$ cat config.mk
export PLATFORM = sky130hd
export DESIGN_NAME = report_by_exception_can_publisher
export DESIGN_NICKNAME = d
export VERILOG_FILES = /design/src/rtl/rbe_pkg.sv /design/src/rtl/rbe_front.sv /design/src/rtl/rbe_fcmp.sv /design/src/rtl/rbe_back.sv /design/src/rtl/report_by_exception_can_publisher.sv
export SDC_FILE = /design/constraint.sdc
export NUM_CORES = 2
export LEC_CHECK = 0
export BUFFER_PORTS_ARGS = -buffer_cell sky130_fd_sc_hd__buf_2
export CORE_ASPECT_RATIO = 0.6
export CORE_MARGIN = 2
export CORE_UTILIZATION = 40
export CTS_CLUSTER_DIAMETER = 50
export DETAILED_ROUTE_END_ITERATION = 10
export PLACE_DENSITY = 0.56
export SLEW_MARGIN = 20
export SYNTH_ARGS = -nofsm -noshare
export SYNTH_HDL_FRONTEND = slang
export SYNTH_HIERARCHICAL = 1
export SYNTH_SLANG_ARGS = --single-unit
$ cat constraint.sdc
create_clock -name aclk -period 17.4 [get_ports aclk]
set_input_delay 3.48 -clock aclk [delete_from_list [all_inputs] [get_ports aclk]]
set_output_delay 3.48 -clock aclk [all_outputs]
set_load 0.01 [all_outputs]
$ cat src/rtl/rbe_pkg.sv
`default_nettype none
package rbe_pkg;
    localparam int NumVars      = 13;
    localparam int IdxW         = 4;
    localparam int VarW         = $clog2(NumVars);
    localparam int FirstWordVar = 4;
    localparam int FirstFltVar  = 5;
    localparam int QDepth       = 2;

    typedef enum logic {
        FUNC_UPDATE  = 1'b0,
        FUNC_REQUEST = 1'b1
    } func_t;

    // Classified command passed from the front part to the back part.
    typedef struct packed {
        logic            is_upd;
        logic [VarW-1:0] var_n;
        logic [31:0]     value;
        logic            force_send;
    } cmd_t;

    function automatic logic [31:0] width_mask(input logic [VarW-1:0] n);
        if (n < VarW'(FirstWordVar)) begin
            return 32'h0000_00FF;
        end else if (n < VarW'(FirstFltVar)) begin
            return 32'h0000_FFFF;
        end
        return 32'hFFFF_FFFF;
    endfunction

    function automatic logic [2:0] var_bytes(input logic [VarW-1:0] n);
        if (n < VarW'(FirstWordVar)) begin
            return 3'd1;
        end else if (n < VarW'(FirstFltVar)) begin
            return 3'd2;
        end
        return 3'd4;
    endfunction
endpackage
`default_nettype wire

$ cat src/rtl/rbe_front.sv
`default_nettype none
module rbe_front (
    input  wire logic                    aclk,
    input  wire logic                    aresetn,
    input  wire logic [10:0]             base_id,
    input  wire logic                    in_valid,
    output logic                         in_ready,
    input  wire logic                    in_func,
    input  wire logic [3:0]              in_idx,
    input  wire logic [31:0]             in_value,
    input  wire logic                    in_force,
    input  wire logic [10:0]             in_req,
    output logic                         q_valid,
    input  wire logic                    q_ready,
    output rbe_pkg::cmd_t                q_cmd
);
    localparam int CntW = $clog2(rbe_pkg::QDepth + 1);

    rbe_pkg::cmd_t   fifo_reg [rbe_pkg::QDepth];
    logic            wr_ptr_reg, rd_ptr_reg;
    logic [CntW-1:0] cnt_reg;
    rbe_pkg::cmd_t   cmd;
    logic            keep;
    logic [10:0]     diff;
    logic            push, pop;

    // The request offset from base_id gives the lowest matching variable directly.
    always_comb begin
        diff           = in_req - base_id;
        cmd.force_send = in_force;
        if (in_func == rbe_pkg::FUNC_UPDATE) begin
            cmd.is_upd = 1'b1;
            cmd.var_n  = in_idx[rbe_pkg::VarW-1:0];
            cmd.value  = in_value & rbe_pkg::width_mask(in_idx[rbe_pkg::VarW-1:0]);
            keep       = in_idx < 4'(rbe_pkg::NumVars);
        end else begin
            cmd.is_upd = 1'b0;
            cmd.var_n  = diff[rbe_pkg::VarW-1:0];
            cmd.value  = in_value;
            keep       = diff < 11'(rbe_pkg::NumVars);
        end
    end

    assign in_ready = cnt_reg != CntW'(rbe_pkg::QDepth);
    assign push     = in_valid && in_ready && keep;
    assign q_valid  = cnt_reg != '0;
    assign pop      = q_valid && q_ready;
    assign q_cmd    = fifo_reg[rd_ptr_reg];

    always_ff @(posedge aclk) begin
        if (push) begin
            fifo_reg[wr_ptr_reg] <= cmd;
        end
        if (!aresetn) begin
            wr_ptr_reg <= 1'b0;
            rd_ptr_reg <= 1'b0;
            cnt_reg    <= '0;
        end else begin
            if (push) begin
                wr_ptr_reg <= !wr_ptr_reg;
            end
            if (pop) begin
                rd_ptr_reg <= !rd_ptr_reg;
            end
            cnt_reg <= cnt_reg + CntW'(push) - CntW'(pop);
        end
    end
endmodule
`default_nettype wire

$ cat src/rtl/rbe_fcmp.sv
`default_nettype none
// Decides whether float cur lies outside [0.8, 1.2] times last, exactly.
// With l = m*2^e, 1.2*l = 6m*2^e/5, so c <= 1.2l is 5c <= 6l and c >= 0.8l
// is 5c >= 4l, with all terms as integer mantissas aligned on exponents.
module rbe_fcmp (
    input  wire logic [31:0] cur,
    input  wire logic [31:0] last,
    output logic             changed
);
    logic        cs, ls, cnan, lnan, cinf, linf;
    logic [7:0]  ce, le;
    logic [23:0] cm, lm;
    logic [26:0] c5;
    logic [26:0] l6, l4;
    logic [8:0]  ediff;
    logic        c_zero, l_zero;
    logic        le_hi, ge_lo;
    logic [4:0]  sh;

    always_comb begin
        cs     = cur[31];
        ls     = last[31];
        ce     = cur[30:23];
        le     = last[30:23];
        cnan   = (ce == 8'hFF) && (cur[22:0] != '0);
        lnan   = (le == 8'hFF) && (last[22:0] != '0);
        cinf   = (ce == 8'hFF) && (cur[22:0] == '0);
        linf   = (le == 8'hFF) && (last[22:0] == '0);
        cm     = {ce != 8'd0, cur[22:0]};
        lm     = {le != 8'd0, last[22:0]};
        c_zero = cur[30:0] == '0;
        l_zero = last[30:0] == '0;
        c5     = 27'(cm) * 27'd5;
        l6     = 27'(lm) * 27'd6;
        l4     = 27'(lm) * 27'd4;
        // effective exponents (denormals use 1)
        ediff  = 9'({1'b0, (ce == 8'd0) ? 8'd1 : ce}) - 9'({1'b0, (le == 8'd0) ? 8'd1 : le});
        sh     = 5'd0;
        le_hi  = 1'b0;
        ge_lo  = 1'b0;
        if (l_zero) begin
            le_hi = c_zero;
            ge_lo = c_zero;
        end else if (c_zero || cs) begin
            le_hi = 1'b1;
            ge_lo = c_zero ? 1'b0 : 1'b0;
        end else if (ediff[8]) begin
            // cur exponent smaller: cur below 0.8*last unless close
            if (ediff > 9'h1E7) begin
                sh    = 5'(-ediff);
                le_hi = 1'b1;
                ge_lo = (c5 >> sh) >= l4;
            end else begin
                le_hi = 1'b1;
                ge_lo = 1'b0;
            end
        end else begin
            if (ediff < 9'd8) begin
                sh    = 5'(ediff);
                ge_lo = (ediff != 9'd0) || (c5 >= l4);
                le_hi = (l6 >> sh) >= c5;
            end else begin
                ge_lo = 1'b1;
                le_hi = 1'b0;
            end
        end
        // An infinity on either side is inside the band only against the
        // same infinity. A negative nonzero last value leaves an empty band.
        changed = cnan || lnan
                  || ((cinf || linf) ? (cur != last)
                                     : ((ls && !l_zero) || !(le_hi && ge_lo)));
    end
endmodule
`default_nettype wire

$ cat src/rtl/rbe_back.sv
`default_nettype none
module rbe_back (
    input  wire logic          aclk,
    input  wire logic          aresetn,
    input  wire logic [10:0]   base_id,
    input  wire logic          q_valid,
    output logic               q_ready,
    input  wire rbe_pkg::cmd_t q_cmd,
    output logic               m_valid,
    input  wire logic          m_ready,
    output logic [10:0]        m_id,
    output logic [2:0]         m_cnt,
    output logic [31:0]        m_payload
);
    localparam int N = rbe_pkg::NumVars;
    localparam int W = rbe_pkg::VarW;

    logic [31:0]  cur_reg  [N];
    logic [31:0]  last_reg [N];
    logic         out_v_reg;
    logic [10:0]  id_reg;
    logic [2:0]   cnt_reg;
    logic [31:0]  pay_reg;
    logic [31:0]  cur_v, last_v, val;
    logic         fchg, chg, send;

    assign cur_v  = cur_reg[q_cmd.var_n];
    assign last_v = last_reg[q_cmd.var_n];
    assign val    = q_cmd.is_upd ? q_cmd.value : cur_v;

    rbe_fcmp u_fcmp (.cur(val), .last(last_v), .changed(fchg));

    always_comb begin
        if (q_cmd.var_n < W'(rbe_pkg::FirstFltVar)) begin
            chg = val != last_v;
        end else begin
            chg = fchg;
        end
        send = !q_cmd.is_upd || q_cmd.force_send || chg;
    end

    assign q_ready   = !out_v_reg || m_ready;
    assign m_valid   = out_v_reg;
    assign m_id      = id_reg;
    assign m_cnt     = cnt_reg;
    assign m_payload = pay_reg;

    always_ff @(posedge aclk) begin
        if (!aresetn) begin
            out_v_reg <= 1'b0;
            for (int i = 0; i < N; i++) begin
                cur_reg[i]  <= '0;
                last_reg[i] <= '0;
            end
        end else begin
            if (m_ready) begin
                out_v_reg <= 1'b0;
            end
            if (q_valid && q_ready) begin
                cur_reg[q_cmd.var_n] <= val;
                if (send) begin
                    last_reg[q_cmd.var_n] <= val;
                    out_v_reg             <= 1'b1;
                    id_reg  <= base_id + 11'(q_cmd.var_n);
                    cnt_reg <= rbe_pkg::var_bytes(q_cmd.var_n);
                    pay_reg <= val;
                end
            end
        end
    end
endmodule
`default_nettype wire

$ cat src/rtl/report_by_exception_can_publisher.sv
`default_nettype none
// Channel   | Direction | Contents
// s_axis    | in        | tdata {request_id, force_send, new_value, var_index}, tuser func
// m_axis    | out       | tdata {payload, byte_count, frame_id}
// apb       | in        | base_id at byte address 0
//
// An item passes the combinational front classifier into a two-entry queue;
// the back part handles one queued item per cycle unless the output register
// holds a stalled result, so with an empty queue a result passes the queue
// and then the output register, and items sustain one per cycle at best.
// Reset is synchronous, active low, and clears both value tables at once.
// Either side may stall; the queue and the output register absorb it.
module report_by_exception_can_publisher (
    input  wire logic        aclk,
    input  wire logic        aresetn,
    input  wire logic        s_tvalid,
    output logic             s_tready,
    // var_index[3:0], new_value[35:4], force_send[36], request_id[47:37]
    input  wire logic [47:0] s_tdata,
    // func[0]
    input  wire logic        s_tuser,
    output logic             m_tvalid,
    input  wire logic        m_tready,
    // frame_id[10:0], byte_count[13:11], payload[45:14], zero [47:46]
    output logic [47:0]      m_tdata,
    input  wire logic        psel,
    input  wire logic        penable,
    input  wire logic        pwrite,
    input  wire logic [1:0]  paddr,
    input  wire logic [31:0] pwdata,
    output logic [31:0]      prdata,
    output logic             pready
);
    logic [10:0]   base_id_reg;
    logic          q_valid, q_ready;
    rbe_pkg::cmd_t q_cmd;
    logic [10:0]   m_id;
    logic [2:0]    m_cnt;
    logic [31:0]   m_pay;

    assign pready = 1'b1;
    assign prdata = (paddr == 2'd0) ? {21'd0, base_id_reg} : 32'd0;

    always_ff @(posedge aclk) begin
        if (!aresetn) begin
            base_id_reg <= '0;
        end else if (psel && penable && pwrite && paddr == 2'd0) begin
            base_id_reg <= pwdata[10:0];
        end
    end

    rbe_front u_front (
        .aclk(aclk), .aresetn(aresetn), .base_id(base_id_reg),
        .in_valid(s_tvalid), .in_ready(s_tready), .in_func(s_tuser),
        .in_idx(s_tdata[3:0]), .in_value(s_tdata[35:4]), .in_force(s_tdata[36]),
        .in_req(s_tdata[47:37]), .q_valid(q_valid), .q_ready(q_ready), .q_cmd(q_cmd)
    );

    rbe_back u_back (
        .aclk(aclk), .aresetn(aresetn), .base_id(base_id_reg),
        .q_valid(q_valid), .q_ready(q_ready), .q_cmd(q_cmd),
        .m_valid(m_tvalid), .m_ready(m_tready),
        .m_id(m_id), .m_cnt(m_cnt), .m_payload(m_pay)
    );

    assign m_tdata = {2'b00, m_pay, m_cnt, m_id};
endmodule
`default_nettype wire

* Yosys cells after proc, flatten, opt, wreduce, memory -nomap -nowiden *
Memory sizes are Yosys's and may differ from the RTL's. A register that Yosys moved wholly into a read port is not among the register bits.
Cells that the tools add are included.

operators by class
  divide/modulo/power cells = 0
  reduce and logical (&&, ||, !) cells = 44
  shift-type cells = 2
  equality and inequality tests = 4
  $add $sub $neg = 6
  bitwise logic cells = 2
  magnitude comparators = 11
  muxes and demuxes = 52
  multipliers = 2

operators with widths
  cell                                                                    number
  32-bit 2-to-1 mux                                                       7
  32-bit OR reduction                                                     2
  31-bit zero test                                                        2
  27-bit by 26-bit greater-or-equal comparator with 1-bit output          2
  27-bit by 5-bit right shift with 27-bit output                          2
  23-bit zero test                                                        2
  23-bit nonzero test                                                     2
  1-bit 2-to-1 mux                                                        37
  37-bit 2-to-1 mux                                                       1
  32-bit AND                                                              1
  32-bit != test                                                          1
  27-bit greater-or-equal comparator                                      1
  24-bit by 3-bit multiplier with 27-bit output (second input constant)   1
  24-bit by 2-bit multiplier with 26-bit output (second input constant)   1
  8-bit equality test (second input constant)                             2
  8-bit zero test                                                         2
  4-bit by 3-bit < comparator with 1-bit output (second input constant)   4
  8-bit 2-to-1 mux                                                        2
  8-bit nonzero test                                                      2
  1-bit logical AND                                                       12
  11-bit by 4-bit adder with 11-bit output                                1
  11-bit by 4-bit < comparator with 1-bit output (second input constant)  1
  11-bit 2-to-1 mux                                                       1
  11-bit subtractor                                                       1
  18 further kinds                                                        33

word-level totals
  word-level logic and storage cells = 135
  bits in writable memories = 908
  ROM bits = 0
  memories kept = 3
  register bits after elaboration = 62
  bits of input ports = 90
  bits in latches = 0

memory list
  memory            words  bits a word  rd ports  clocked after memory_dff  wr ports  RTL line         text
  u_back.cur_reg    13     32           1         0                         13        rbe_back.sv:18   logic [31:0] cur_reg [N];
  u_back.last_reg   13     32           1         0                         13        rbe_back.sv:19   logic [31:0] last_reg [N];
  u_front.fifo_reg  2      38           1         1                         1         rbe_front.sv:19  rbe_pkg::cmd_t fifo_reg [rbe_pkg::QDepth];

* Depth between registers and ports, before layout *
An unclocked memory read counts as a cell.

  depth in word-level cells = 25
  mapped depth = 45
  mapped depth without buffers = 34

* Modules after synthesis *
The synthesis kept the hierarchy.

by module, submodules not included
  module                             area an instance (µm²)  sequential area each (µm²)  cells an instance  times used
  rbe_back                           45,994.1                32,150.8                    2,917              1
  rbe_fcmp                           9,451.6                 0.0                         1,341              1
  rbe_front                          3,757.4                 2,382.3                     264                1
  report_by_exception_can_publisher  720.7                   220.2                       87                 1

* Least setup slack after synthesis *
Ideal clock, no wire load.

  path type = register to register
  start point = reg (tool-made name)
  end point = mem u_back.last_reg[13][0] (enable)
  cell stages (with the launch flop) = 38
  path slack = 6.099 ns
  data arrival time = 10.840 ns
  required time = 16.939 ns
  clock period less this slack = 11.301 ns
  library setup time = 0.461 ns
  cell sequence = dfxtp_1 -> clkbuf_1 -> buf_1 -> mux2_2 -> buf_4 -> buf_4 -> buf_4 -> buf_2 -> mux4_2 -> o22ai_1 -> o221ai_1 -> o21ai_2 -> clkbuf_1 -> inv_1 -> nor4_1 -> and2_1 -> nor2_1 -> ha_1 -> [2 not listed] -> buf_2 -> clkbuf_1 -> clkbuf_1 -> mux4_2 -> mux2i_1 -> o21ai_0 -> a21oi_1 -> ha_1 -> a2111oi_0 -> o21ai_0 -> o21ai_0 -> o21ai_0 -> o21a_1 -> o41ai_1 -> o211ai_1 -> a22oi_1 -> a211oi_1 -> nor3_1

RTL lines
  item           RTL line
  end, declared  rbe_back.sv:19

==> results.py <==
metrics = {
    "run_status": {
        "status": "finished clean",
    },
    "worst_setup_path": {
        "cpPeakStageDelay_ns": 1.04,
        "cp-end-kind": "flop",
        "cp.arrival_ns": 14.63,
        "worstSetupPathType": "reg -> reg",
        "required_ns": 17.79,
        "critPathSlowestCell": "a211oi_1",
        "cp_common_cell": "buf_4",
        "crit_fanout": 116,
        "cp-start-kind": "flop",
    },
    "synthesis": {
        "synth.most_common_cell": "edfxtp_1",
        "synth_top_flop_cell": "edfxtp_1",
        "synth_commonest_cells": "1146 x edfxtp_1, 822 x nor2_1, 293 x a21oi_1",
        "synth_top_family_by_area": "multiplexers",
        "ys_ff_latch": 1163,
        "yosysWarnings": 6,
        "yosysUniqueCellTypes": 107,
        "ys_seq_area_share_pct": 58.0,
        "synth_adder_area_share_pct": 3.93,
        "syn_area_per_cell_um2": 13.0,
        "synth_area_leaders": "edfxtp_1 57%, mux4_2 10%, nor2_1 5.1%",
        "synth_top_area_share_pct": 57.4,
        "synth_edf_count": 1146,
        "netlist_area_um2": 59900,
        "synth.largest_area_cell": "edfxtp_1",
        "synth_mux_area_share_pct": 13.3,
        "synth_compound_area_share_pct": 8.73,
        "synth-xor-area-share_pct": 1.70,
        "synth_cells": 4609,
        "yosys.area_share.simple_pct": 10.5,
        "async_flop_share_pct": 0,
    },
    "routing": {
        "antenna_left": 0,
        "first_pass_iters": 6,
        "avgViaCountPerCell": 6.12,
        "via_count": 41275,
        "drcViolationCount": 0,
        "drtIter0Drc": 6029,
        "routedWlPerCell_um": 29.5,
        "wl_um": 199000,
    },
    "sta": {
        "worst_pin_slew_ns": 1.21,
        "fin_crit_sh_pct": 81.8,
        "fmax_ghz": 0.0703,
        "setup_ws_ns": 3.17,
        "fin_skew_ns": 0.0406,
        "rsz0062_at_grt": "no",
        "fin_tns_setup_ns": 0,
        "period_minus_slack_ns": 14.23,
        "hold_viol_final": 0,
        "max-slew-margin-rel_pct": 19.0,
        "setup-violations-final": 0,
        "slew_viol_final": 0,
    },
    "cells_and_area": {
        "areaGrowthSynthToFinish_pct": 11.1,
        "nets": 4931,
        "drive_gt1_share_pct": 18.9,
        "final_cell_count_no_fill": 6746,
    },
    "die": {
        "fp-row-count": 109,
        "die_h_um": 304,
        "die_x_um": 504,
        "core_um2": 148000,
        "start_util_pct": 40.5,
        "die-area_um2": 153000,
        "io_pins": 173,
    },
    "clocking": {
        "cts-root-buf": "clkbuf_16",
        "cts_tree": "built",
        "cts_resized": 0,
        "clk_pin_slew_ns": 0.06,
        "insertion_delay_ns": 0.74,
        "postCtsSetupBuffers": 0,
        "numCtsBuffers": 113,
        "htreeDepth": 3,
        "clock-sinks": 1163,
        "cts_hold_buffers": 0,
        "cts_buffer_depth": 3,
    },
    "placement": {
        "pre_cts_slack_ns": 3.50,
        "place.gp.congestion": 0.941,
        "portBuffers": 127,
        "dp_cells": 6539,
        "hpwl_um": 132000,
    },
    "global_route": {
        "met1_usage_pct": 41.4,
        "gr-usage-met3_pct": 8.00,
        "antenna_found_initial": 6,
        "grt_max_degree": 117,
        "grt_first_pass_wirelength_um": 287000,
        "grt_pass1_vias": 39037,
        "grt_busiest_layer": "met1",
        "grt_usage_pct": 25.8,
        "grt_util_met2_pct": 33.7,
        "grt_overflow_total": 0,
    },
    "min_path": {
        "min_path_type": "reg -> reg",
    },
    "run": {
        "max_cap_violations": 0,
    },
}
worst max-delay path: cells and delay by family (launching register included):
family          cells  cell delay (ns)
flops               1             0.68
compound gates     11             3.74
fa+ha+maj           3             0.92
simple gates       11             2.75
buf+inv             8             3.86
mux                 3             1.48
through the flow:
step | util (%) | hold slack, ns | area, um2
after global routing | 45.0 | 0.566 | 66600
after detailed placement | 42.5 | 0.526 | 62900
after floorplan | - | 0.460 | 60000
after CTS | 45.0 | 0.537 | 66600
final | 45.0 | 0.526 | 66600
after global placement | 42.5 | 0.520 | 62900
path summary, 6_finish.rpt:
kind,start,endpoint,slack (ns),depth (start not counted)
worst max-delay path,flop,u_back/last_reg[12][30],3.17,36
worst min-delay path,base_id_reg[3],base_id_reg[3],0.53,2
worst max register to register,flop,u_back/last_reg[12][30],3.17,36
worst min register to register,base_id_reg[3],base_id_reg[3],0.53,2
final cells by class:
cell class / count / area, um2
clock buffer: 141 / 3040
clock inverter: 64 / 648
antenna: 2 / 5.00
inverter: 143 / 537
multi-input combinational: 2956 / 23300
sequential: 1163 / 34800
fill: 13287 / 81400
tap: 1998 / 2500
timing repair buffer: 279 / 1800
cell usage in the layout (no fill, tap or decap), types with 25 or more instances in the layout:
| cell | netlist | layout |
|---|---|---|
| nor2_1 | 822 | 819 |
| nor3_1 | 49 | 46 |
| buf_4 | 48 | 150 |
| mux4_2 | 265 | 265 |
| edfxtp_1 | 1146 | 1146 |
| nor2b_1 | 26 | 26 |
| o21ai_0 | 91 | 91 |
| mux2_2 | 62 | 58 |
| ha_1 | 180 | 179 |
| a211oi_1 | 37 | 35 |
| a21o_1 | 25 | 25 |
| mux2i_1 | 129 | 129 |
| xor2_1 | 73 | 72 |
| o211ai_1 | 29 | 29 |
| o22ai_1 | 43 | 43 |
| nand2_1 | 200 | 181 |
| and2_1 | 50 | 50 |
| nand3_1 | 59 | 47 |
| nand2b_1 | 36 | 36 |
| a21oi_1 | 293 | 292 |
| clkbuf_16 | 0 | 117 |
| xnor2_1 | 43 | 41 |
| buf_2 | 42 | 127 |
| nand4_1 | 38 | 38 |
| nor4_1 | 32 | 32 |
| inv_1 | 139 | 137 |
kinds of logic after synthesis:
group,count (synthesis)
adders and majority gates,185
other,2
AOI/OAI and AO/OA,762
muxes,458
xor gates and xnor gates,116
buffers and inverters,512
and+or+nand+nor,1411
DFF,1163
metal layers:
| layer | up-vias | wire length, um |
|---|---|---|
| met2 | 2552 | 78700 |
| li1 | 17436 | - |
| met4 | 4 | 3680 |
| met1 | 21062 | 90200 |
| met3 | 221 | 26700 |
| met5 | - | 22 |
Power is not shown: default switching activity piles up to over one toggle a cycle in this logic, so the estimate is an artifact.
